<file path="src/sv/bisc_pkg.sv">
// Shared types, codes and constants of the binary image bilinear scaler.
package bisc_pkg;

  localparam int SLOTS     = 4;
  localparam int SLOT_W    = 2;
  localparam int COL_W     = 10;
  localparam int ROW_W     = 10;
  localparam int CFG_W     = 26;
  localparam int DIM_W     = 11;
  localparam int FRAC      = 16;
  localparam int MEM_AW    = SLOT_W + COL_W;
  localparam int PROD_W    = CFG_W + COL_W;
  localparam int WGT_W     = FRAC + 1;
  localparam int SUM_W     = 2 * FRAC + 1;
  localparam int GRAY      = 180;
  localparam int MAX_OUT   = 1024;

  // Command codes
  localparam logic [1:0] CMD_FEED    = 2'd0;
  localparam logic [1:0] CMD_PRODUCE = 2'd1;
  localparam logic [1:0] CMD_QUERY   = 2'd2;

  // Status codes
  localparam logic [1:0] ST_OK    = 2'd0;
  localparam logic [1:0] ST_RANGE = 2'd1;
  localparam logic [1:0] ST_MISS  = 2'd2;

  // Register indexes
  localparam logic [2:0] REG_IN_WIDTH  = 3'd0;
  localparam logic [2:0] REG_IN_HEIGHT = 3'd1;
  localparam logic [2:0] REG_OUT_WIDTH = 3'd2;
  localparam logic [2:0] REG_X_STEP    = 3'd3;
  localparam logic [2:0] REG_Y_STEP    = 3'd4;

  // Commands from the controller to the datapath
  typedef struct packed {
    logic take;
    logic feed;
    logic ymul;
    logic look;
    logic ld_query;
    logic ld_miss;
    logic ld_zero;
    logic jclr;
    logic xmul;
    logic rd0;
    logic rd1;
    logic wmul;
    logic sum;
    logic cmp;
  } bisc_cmd_t;

  // Status from the datapath to the controller
  typedef struct packed {
    logic [1:0] cmd;
    logic       hit_both;
    logic       w_zero;
    logic       word_end;
    logic       row_end;
  } bisc_stat_t;

endpackage

</file>
<file path="src/sv/bisc_ctrl.sv">
// Controller: sequences feeds, queries and output row generation.
module bisc_ctrl import bisc_pkg::*; (
  input  logic       clk,
  input  logic       rst_n,
  input  logic       in_tvalid,
  output logic       in_tready,
  output logic       out_tvalid,
  input  logic       out_tready,
  input  bisc_stat_t stat,
  output bisc_cmd_t  cmd
);

  typedef enum logic [3:0] {
    S_IDLE, S_DEC, S_YMUL, S_LOOK, S_CHK, S_XMUL, S_RD0, S_RD1, S_WMUL,
    S_SUM, S_CMP, S_OUT
  } state_t;

  state_t state_r, state_nxt;
  logic   fin_r, fin_nxt;

  assign in_tready  = (state_r == S_IDLE);
  assign out_tvalid = (state_r == S_OUT);

  // Next state and datapath commands
  always_comb begin
    state_nxt = state_r;
    fin_nxt   = fin_r;
    cmd       = '0;
    unique case (state_r)
      S_IDLE: begin
        if (in_tvalid) begin
          cmd.take  = 1'b1;
          state_nxt = S_DEC;
        end
      end
      S_DEC: begin
        unique case (stat.cmd)
          CMD_FEED: begin
            cmd.feed  = 1'b1;
            fin_nxt   = 1'b1;
            state_nxt = S_OUT;
          end
          CMD_PRODUCE, CMD_QUERY: state_nxt = S_YMUL;
          default: state_nxt = S_IDLE;
        endcase
      end
      S_YMUL: begin
        cmd.ymul  = 1'b1;
        state_nxt = S_LOOK;
      end
      S_LOOK: begin
        cmd.look  = 1'b1;
        state_nxt = S_CHK;
      end
      S_CHK: begin
        fin_nxt = 1'b1;
        if (stat.cmd == CMD_QUERY) begin
          cmd.ld_query = 1'b1;
          state_nxt    = S_OUT;
        end else if (!stat.hit_both) begin
          cmd.ld_miss = 1'b1;
          state_nxt   = S_OUT;
        end else if (stat.w_zero) begin
          cmd.ld_zero = 1'b1;
          state_nxt   = S_OUT;
        end else begin
          cmd.jclr  = 1'b1;
          fin_nxt   = 1'b0;
          state_nxt = S_XMUL;
        end
      end
      S_XMUL: begin
        cmd.xmul  = 1'b1;
        state_nxt = S_RD0;
      end
      S_RD0: begin
        cmd.rd0   = 1'b1;
        state_nxt = S_RD1;
      end
      S_RD1: begin
        cmd.rd1   = 1'b1;
        state_nxt = S_WMUL;
      end
      S_WMUL: begin
        cmd.wmul  = 1'b1;
        state_nxt = S_SUM;
      end
      S_SUM: begin
        cmd.sum   = 1'b1;
        state_nxt = S_CMP;
      end
      S_CMP: begin
        cmd.cmp = 1'b1;
        if (stat.word_end) begin
          fin_nxt   = stat.row_end;
          state_nxt = S_OUT;
        end else begin
          state_nxt = S_XMUL;
        end
      end
      S_OUT: begin
        if (out_tready) begin
          state_nxt = fin_r ? S_IDLE : S_XMUL;
        end
      end
      default: state_nxt = S_IDLE;
    endcase
  end

  // Hold state
  always_ff @(posedge clk) begin
    if (!rst_n) begin
      state_r <= S_IDLE;
      fin_r   <= 1'b0;
    end else begin
      state_r <= state_nxt;
      fin_r   <= fin_nxt;
    end
  end

endmodule
</file>
<file path="config.mk">
export PLATFORM = sky130hd
export DESIGN_NAME = bisc_ctrl
export DESIGN_NICKNAME = d
export VERILOG_FILES = /design/src/sv/bisc_pkg.sv /design/src/sv/bisc_ctrl.sv
export SDC_FILE = /design/constraint.sdc
export NUM_CORES = 1
export LEC_CHECK = 0
export ABC_AREA = 1
export BUFFER_PORTS_ARGS = -buffer_cell sky130_fd_sc_hd__buf_2
export CORE_AREA = 3 3 40 42
export CTS_CLUSTER_SIZE = 40
export DETAILED_ROUTE_END_ITERATION = 6
export DIE_AREA = 0 0 43 45
export PLACE_DENSITY = 0.72
export SETUP_SLACK_MARGIN = 0.2
export SYNTH_ARGS = -nofsm -noshare
export SYNTH_HDL_FRONTEND = slang
export SYNTH_SLANG_ARGS = --single-unit
export TNS_END_PERCENT = 1
</file>
<file path="constraint.sdc">
create_clock -name clk -period 1.43 [get_ports clk]
set_input_delay 0.0715 -clock clk [delete_from_list [all_inputs] [get_ports clk]]
set_output_delay 0.0715 -clock clk [all_outputs]
set_load 0.03 [all_outputs]
</file>
==> flow_summary.yaml, run 1 <==
finish:
  final_cell_mix: "nand2_1, inv_1, buf_2"
  fillers: 110
  fin_cells: 142
  final_nets: 138
  final_common_cell: "nand2_1"
  drive_gt1_frac: 0.520
  antenna_cells: 0
  synthToLayoutAreaGrowth_pct: 56.0
run:
  max_cap_violations: 0
yosys:
  ys_ff_latch: 5
  synth-seq-area-share: 0.186
  netlist_instances: 97
  yosys_warnings: 0
  syn_nets: 107
  ys_types: 16
  netlist_area_um2: 538
  syn_avg_cell_area_um2: 5.55
worst_setup_path:
  worst_ep_arrival_time_ps: 1200
  cp-end-kind: "primary output"
  worstPathMaxFanout: 4
  required_ps: 1360
  start_kind: "flop"
  critical_path_class: "flop to primary output"
clock_network:
  clockRootBuffer: "clkbuf_4"
  cts_tree: "done"
  cts.sinks: 5
  insertion_delay_ps: 240
  cts_inserted_buffers: 3
  max-clock-path-buffers: 2
  clk_pin_slew_ps: 40
  ctsHtreeMaxLevel: 1
routing:
  drt_iter0_markers: 15
  wl_per_cell_um: 11.0
  wl_met3_um: 96
  drt_pre_antenna_iters: 4
  vias: 677
  viasPerCell: 4.77
  met1_length_um: 642
  highest_layer: "met4"
  routed_wl_um: 1560
  remaining_drc_errors: 0
  ant_nets: 0
  wl_met2_um: 783
sta:
  slew_headroom: 0.815
  min_period_over_period: 0.889
  final-setup-viol-count: 0
  finalHoldViolCount: 0
  timing.setup.tns_ps: 0
  clock.fmax_ghz: 0.787
  finClkSkew_ps: 0.0946
  rsz0062_at_grt: "true"
  worst_pin_slew_ps: 274
  period_minus_slack_ps: 1270
  slew_violations: 0
global_route:
  grt_start_max_net_pins: 6
  grt_usage: 0.167
  grt.overflow.total: 0
  grt_pass1_wl_um: 2480
  first_global_vias: 616
  antenna_found_initial: 0
hold_path:
  hold_path.class: "input pin to flop"
pwr:
  leakage_nw: 0.493
  powerDensity_mw_per_mm2: 892
  vdd.ir_drop.worst_mv: 0.615
die:
  die_w_um: 43
  num_rows: 13
  die_h_um: 45
  fp.dieArea_mm2: 0.00194
  initial_core_util: 0.419
  io-pin-count: 26
  core_area_mm2: 0.00128
status:
  outcome: "complete, no violations"
placement:
  port_buffers: 25
  place_inst: 137
  gp_congestion: 0.814
  hpwl_um: 1140
-- metrics by stage --
stage | area (um2) | hold WS [ps] | utilization | power [mW] | worst slack (ps)
2_1_floorplan | 548 | 169 | - | 0.415 | 110
3_3_place_gp | 692 | 292 | 0.538 | 0.494 | 219
3_5_place_dp | 692 | 303 | 0.538 | 0.497 | 195
4_1_cts | 782 | 51.5 | 0.609 | 0.700 | 166
5_1_grt | 840 | 63.3 | 0.653 | 0.804 | 87.9
6_report | 840 | 58.9 | 0.653 | 0.749 | 159
-- worst paths after layout --
kind,to,startpoint,slack [ps],cells after the start
max,cmd[1],state_r[0],160,5
min,state_r[1],rst_n,60,3
max reg2reg,state_r[0],state_r[3],230,6
min reg2reg,fin_r,fin_r,580,4
-- metal layers --
metal / GRT usage / up-vias
met4: 0.0783 / 0
met2: 0.305 / 23
met5: 0 / -
li1: - / 347
met1: 0.190 / 303
met3: 0.0279 / 4
-- kinds of logic after synthesis --
kind of cell           synth area share
flip-flops                        0.186
buffers and inverters             0.153
AND/OR/NAND/NOR                   0.607
AO/OA/AOI/OAI                    0.0535
-- sequential cells by signal, indices dropped and copies added (netlist names) --
name	flops
state_r	4
fin_r	1
-- timing repair --
action                     CTS  global route
pin swaps                    2             5
setup endpoints to repair   17            18
hold buffers                 0             0
gates cloned                 0             0
gates resized for setup     26            13
setup buffers                0             1
-- where the power goes --
group	switching (mW)	leakage [nW]	internal, mW	total (mW)
registers	0.0484	0.0437	0.165	0.213
clock network	0.0549	0.0150	0.105	0.160
logic	0.252	0.434	0.124	0.376
total	0.355	0.493	0.394	0.749
-- layout make-up --
| cell class | count | area, um2 | area share |
|---|---|---|---|
| multi-input cells | 70 | 433 | 0.516 |
| flip-flops and latches | 5 | 115 | 0.137 |
| repair buffers | 26 | 156 | 0.186 |
| inverters | 22 | 90.1 | 0.107 |
| clock buffers | 4 | 26.3 | 0.0313 |
| well taps | 15 | 18.8 | 0.0224 |
-- cells in the mapped netlist --
| master | instances | area (um2) |
|---|---|---|
| a21oi_1 | 2 | 10.0 |
| clkinv_1 | 1 | 3.75 |
| dfxtp_1 | 5 | 100 |
| inv_1 | 19 | 71.3 |
| inv_2 | 2 | 7.51 |
| nand2_1 | 24 | 90.1 |
| nand2_2 | 4 | 25.0 |
| nand2_4 | 1 | 11.3 |
| nand3_1 | 6 | 30.0 |
| nand3_2 | 3 | 30.0 |
| nor2_1 | 17 | 63.8 |
| nor2_2 | 6 | 37.5 |
| nor2_4 | 3 | 33.8 |
| nor3_1 | 1 | 5.00 |
| o21ai_0 | 2 | 10.0 |
| o21ai_2 | 1 | 8.76 |
-- worst max-delay path, stage by stage (launching register included) --
cell and delay, ps:
dfxtp_4 400, inv_4 60, nor2_4 140, nand2_1 110, inv_1 60, buf_2 180
Power figures use the tool's default switching activity.
==> run 2, diff against run 1 <==
- clock period: 1.43 -> 1.6 ns (I/O delays scaled with it)
==> run 2 against run 1 <==
Against the previous run: largest cell class unchanged; clock skew rose by 0.60 ps; critical path type unchanged; utilization fell by 8.0 points; clock power fell by 7%; first-iteration DRC count fell by 73%.
==> flow_summary.yaml, run 2 (synthesized netlist as in run 1, its figures left out) <==
finish:
  fillers: 143
  fin_area_um2: 737
  multiInputGateArea_um2: 373
  largest_register_ffs: 4
  antenna_cells: 0
  drive_gt1_frac: 0.429
  fin_cells: 141
  synthToLayoutAreaGrowth_pct: 37.0
  largestRegisters: "state_r (4), fin_r (1)"
  utilization: 0.574
  final_cell_mix: "nand2_1, buf_2, inv_1"
  final_nets: 137
  final_common_cell: "nand2_1"
  regMostFlops: "state_r"
  regArea_um2: 104
clock_network:
  cts_inserted_buffers: 3
  cts.sinks: 5
  insertion_delay_ps: 240
  max-clock-path-buffers: 2
  ctsHtreeMaxLevel: 1
  clockRootBuffer: "clkbuf_4"
  cts_tree: "done"
  clk_pin_slew_ps: 40
global_route:
  grt_usage: 0.167
  first_global_vias: 621
  grt.overflow.total: 0
  grt_pass1_wl_um: 2440
  grt_start_max_net_pins: 6
  antenna_found_initial: 0
hold_path:
  min_to: "state_r[1]"
  hp-start: "rst_n"
  hold_depth: 3
  hold_path.class: "input pin to flop"
sta:
  finalHoldViolCount: 0
  timing.setup.tns_ps: 0
  worst_pin_slew_ps: 197
  final-setup-viol-count: 0
  slew_violations: 0
  rsz0062_at_grt: "true"
  period_minus_slack_ps: 1370
  min_period_over_period: 0.855
  slew_headroom: 0.868
  finClkSkew_ps: 0.698
  clock.fmax_ghz: 0.731
pwr:
  powerDensity_mw_per_mm2: 814
  finalPower_uw: 600
  vdd.ir_drop.worst_mv: 0.520
  leakage_nw: 0.470
worst_setup_path:
  ff2ff_setup_slack_ps: 380
  worstPathMaxFanout: 5
  required_ps: 1520
  critical_path_class: "flop to primary output"
  timing.rr.end: "fin_r"
  start_kind: "flop"
  worstReg2RegStart: "state_r[1]"
  worst_ep_arrival_time_ps: 1290
  rr_worst_depth: 9
  cp-end-kind: "primary output"
routing:
  routed_wl_um: 1360
  vias: 639
  ant_nets: 0
  drt_iter0_markers: 4
  wl_per_cell_um: 9.67
  viasPerCell: 4.53
  remaining_drc_errors: 0
  drt_pre_antenna_iters: 5
placement:
  dpl_cell_area_um2: 687
  gp_congestion: 0.864
  port_buffers: 25
  hpwl_um: 1170
  place_inst: 137
die:
  die_h_um: 45
  io-pin-count: 26
  num_rows: 13
  core_area_mm2: 0.00128
  fp.dieArea_mm2: 0.00194
  die_w_um: 43
  initial_core_util: 0.419
status:
  outcome: "complete, no violations"
run:
  max_cap_violations: 0
[run 2: cell count changes in the layout (fill, tap and decap cells not counted), sizes merged]
cell / previous run / this run
clkbuf: 7 / 6
[run 2: power by group]
part           internal, mW  switching [mW]
Sequential            0.145          0.0237
Combinational        0.0869           0.195
Clock                0.0945          0.0549
Total                 0.326           0.274
[run 2: metrics by stage]
stage          setup slack [ps]  hold WS [ps]
2_1_floorplan               251           178
3_3_place_gp                402           301
3_5_place_dp                358           306
4_1_cts                     190          48.2
5_1_grt                     172          80.9
6_report                    233          55.1
[run 2: cell type report]
class                   count  area share
multi-input cells          70       0.506
repair buffers             25       0.180
flip-flops and latches      5       0.141
inverters                  22       0.112
clock buffers               4      0.0357
well taps                  15      0.0255
[run 2: worst max-delay path by stage]
stage          cells past startpoint  slack, ps  startpoint         end
6_report                           6        230  state_r[3]      cmd[8]
5_1_grt                            6        170  state_r[3]      cmd[8]
4_1_cts                            4        190  state_r[3]     cmd[13]
3_5_place_dp                       9        360  state_r[1]       fin_r
3_3_place_gp                       9        400  state_r[1]       fin_r
2_1_floorplan                      6        250  state_r[3]  state_r[3]
[run 2: metal layers]
metal | vias up | share of wire | global-route usage
met5 | - | 0 | 0
met4 | 0 | 0.012 | 0.0904
met3 | 2 | 0.054 | 0.0159
met2 | 18 | 0.51 | 0.287
met1 | 274 | 0.42 | 0.205
li1 | 345 | - | -
[run 2: timing repair]
item                       in CTS  in global routing
setup endpoints to repair       4                 12
hold buffers                    0                  0
gates resized for setup         1                 10
setup buffers                   0                  0
pin swaps                       0                  0
[run 2: critical path: stages (launching register included)]
cell and delay (ps):
dfxtp_2 360, inv_2 80, nand2_1 70, nor2_1 170, nand2_1 90, nor2_1 80
buf_2 190
==> run 3, diff against run 2 <==
- CELL_PAD_IN_SITES_DETAIL_PLACEMENT: not set -> 1
- CELL_PAD_IN_SITES_GLOBAL_PLACEMENT: not set -> 1
- CORE_AREA: 3 3 40 42 -> not set
- CORE_ASPECT_RATIO: not set -> 0.9
- CORE_MARGIN: not set -> 3
- CORE_UTILIZATION: not set -> 30
- DIE_AREA: 0 0 43 45 -> not set
- PLACE_DENSITY: 0.72 -> 0.82
==> run 3 against run 2 <==
Against the previous run: fmax is essentially flat; total power is 1.4% higher; non-clock buffer count stayed put; clock skew is 0.51 ps lower; flip-flop and latch count unchanged; cell count is 5.0% higher; largest cell class unchanged.
==> flow_summary.yaml, run 3 (synthesized netlist as in run 1, its figures left out) <==
finish:
  final_cell_mix: "nand2_1, buf_2, inv_1"
  fin_area_um2: 746
  fin_cells: 148
  largestRegisters: "state_r (4), fin_r (1)"
  largest_register_ffs: 4
  synthToLayoutAreaGrowth_pct: 38.6
  final_nets: 137
  final_common_cell: "nand2_1"
  regMostFlops: "state_r"
  antenna_cells: 0
  drive_gt1_frac: 0.437
sta:
  slew_violations: 0
  whs_ps: 54.0
  worst_pin_slew_ps: 225
  clock.fmax_ghz: 0.731
  timing.setup.tns_ps: 0
  finClkSkew_ps: 0.185
  period_minus_slack_ps: 1370
  slew_headroom: 0.849
  rsz0062_at_grt: "true"
  final-setup-viol-count: 0
  min_period_over_period: 0.855
  finalHoldViolCount: 0
routing:
  vias: 658
  drt_pre_antenna_iters: 4
  routed_wl_um: 1690
  drt_iter0_markers: 6
  viasPerCell: 4.45
  ant_nets: 0
  remaining_drc_errors: 0
  wl_per_cell_um: 11.4
clock_network:
  post_cts_buffers: 0
  max-clock-path-buffers: 2
  clk_pin_slew_ps: 40
  cts_inserted_buffers: 3
  clockRootBuffer: "clkbuf_4"
  ctsHtreeMaxLevel: 1
  cts.sinks: 5
  insertion_delay_ps: 240
  cts_tree: "done"
worst_setup_path:
  worstPathCellList: "inv_2 -> nor2_2 -> nand2_2 -> nor2_4 -> clkbuf_4"
  start_kind: "flop"
  crit_buf_inv: 2
  worstPathMaxFanout: 5
  cp-end-kind: "primary output"
  cpLargestDelayFamily: "simple AND/OR/NAND/NOR gates"
  worst_ep_arrival_time_ps: 1290
  cp_slowest_cell: "dfxtp_2"
  required_ps: 1520
  rr_worst_depth: 7
  crit_cells: 5
  cpPeakStageDelay_ps: 390
  critical_path_class: "flop to primary output"
die:
  num_rows: 13
  core_area_mm2: 0.00156
  fp.dieArea_mm2: 0.00234
  initial_core_util: 0.345
  die_w_um: 50.6
  die_h_um: 46.2
  io-pin-count: 26
global_route:
  grt_start_max_net_pins: 6
  first_global_vias: 640
  antenna_found_initial: 0
  grt_pass1_wl_um: 2880
  grt_usage: 0.166
  grt.overflow.total: 0
run:
  max_cap_violations: 0
placement:
  dpl_cell_area_um2: 696
  port_buffers: 25
  hpwl_um: 1480
  place_inst: 144
  gp_congestion: 0.911
hold_path:
  hold_path.class: "input pin to flop"
  hold_depth: 3
pwr:
  vdd.ir_drop.worst_mv: 0.522
  powerDensity_mw_per_mm2: 816
  leakage_nw: 0.469
status:
  outcome: "complete, no violations"
-- run 3: stage by stage --
stage	setup WS, ps	power, mW	util
6_report	233	0.609	0.478
5_1_grt	137	0.665	0.478
4_1_cts	131	0.604	0.462
3_5_place_dp	283	0.452	0.446
3_3_place_gp	296	0.443	0.446
2_1_floorplan	251	0.368	-
-- run 3: area by class of cell --
type	count	area (um2)
fillers	239	816
inverters	22	82.6
multi-input cells	70	370
clock buffers	4	26.3
well taps	22	27.5
flip-flops and latches	5	104
repair buffers	25	135
-- run 3: layer usage --
metal,share of wire,GRT usage
met5,0,0
met4,0.0071,0.0645
met3,0.039,0.0324
met2,0.48,0.294
met1,0.47,0.201
-- run 3: worst paths after layout --
kind | from | to | slack, ps
setup / recovery | state_r[2] | cmd[6] | 230
hold / removal | rst_n | state_r[1] | 50
setup reg to reg | state_r[0] | state_r[0] | 350
hold reg to reg | fin_r | fin_r | 540
-- run 3: timing repair --
action	4_1_cts	5_1_grt
hold buffers	0	0
setup endpoints to repair	8	14
resized for setup	0	13
gates cloned	0	0
-- run 3: power by group --
| part | leakage, nW | internal [mW] | switching (mW) |
|---|---|---|---|
| registers | 0.0423 | 0.145 | 0.0237 |
| logic | 0.412 | 0.0869 | 0.208 |
| clock network | 0.0150 | 0.0943 | 0.0513 |
-- run 3: worst register-to-register path: stages (launching register included) --
cell     delay [ps]
dfxtp_1         400
nand2_1         180
nor2_4          200
nand2_4          70
o21ai_0          80
inv_1            90
nand2_1          70
a21oi_1          60
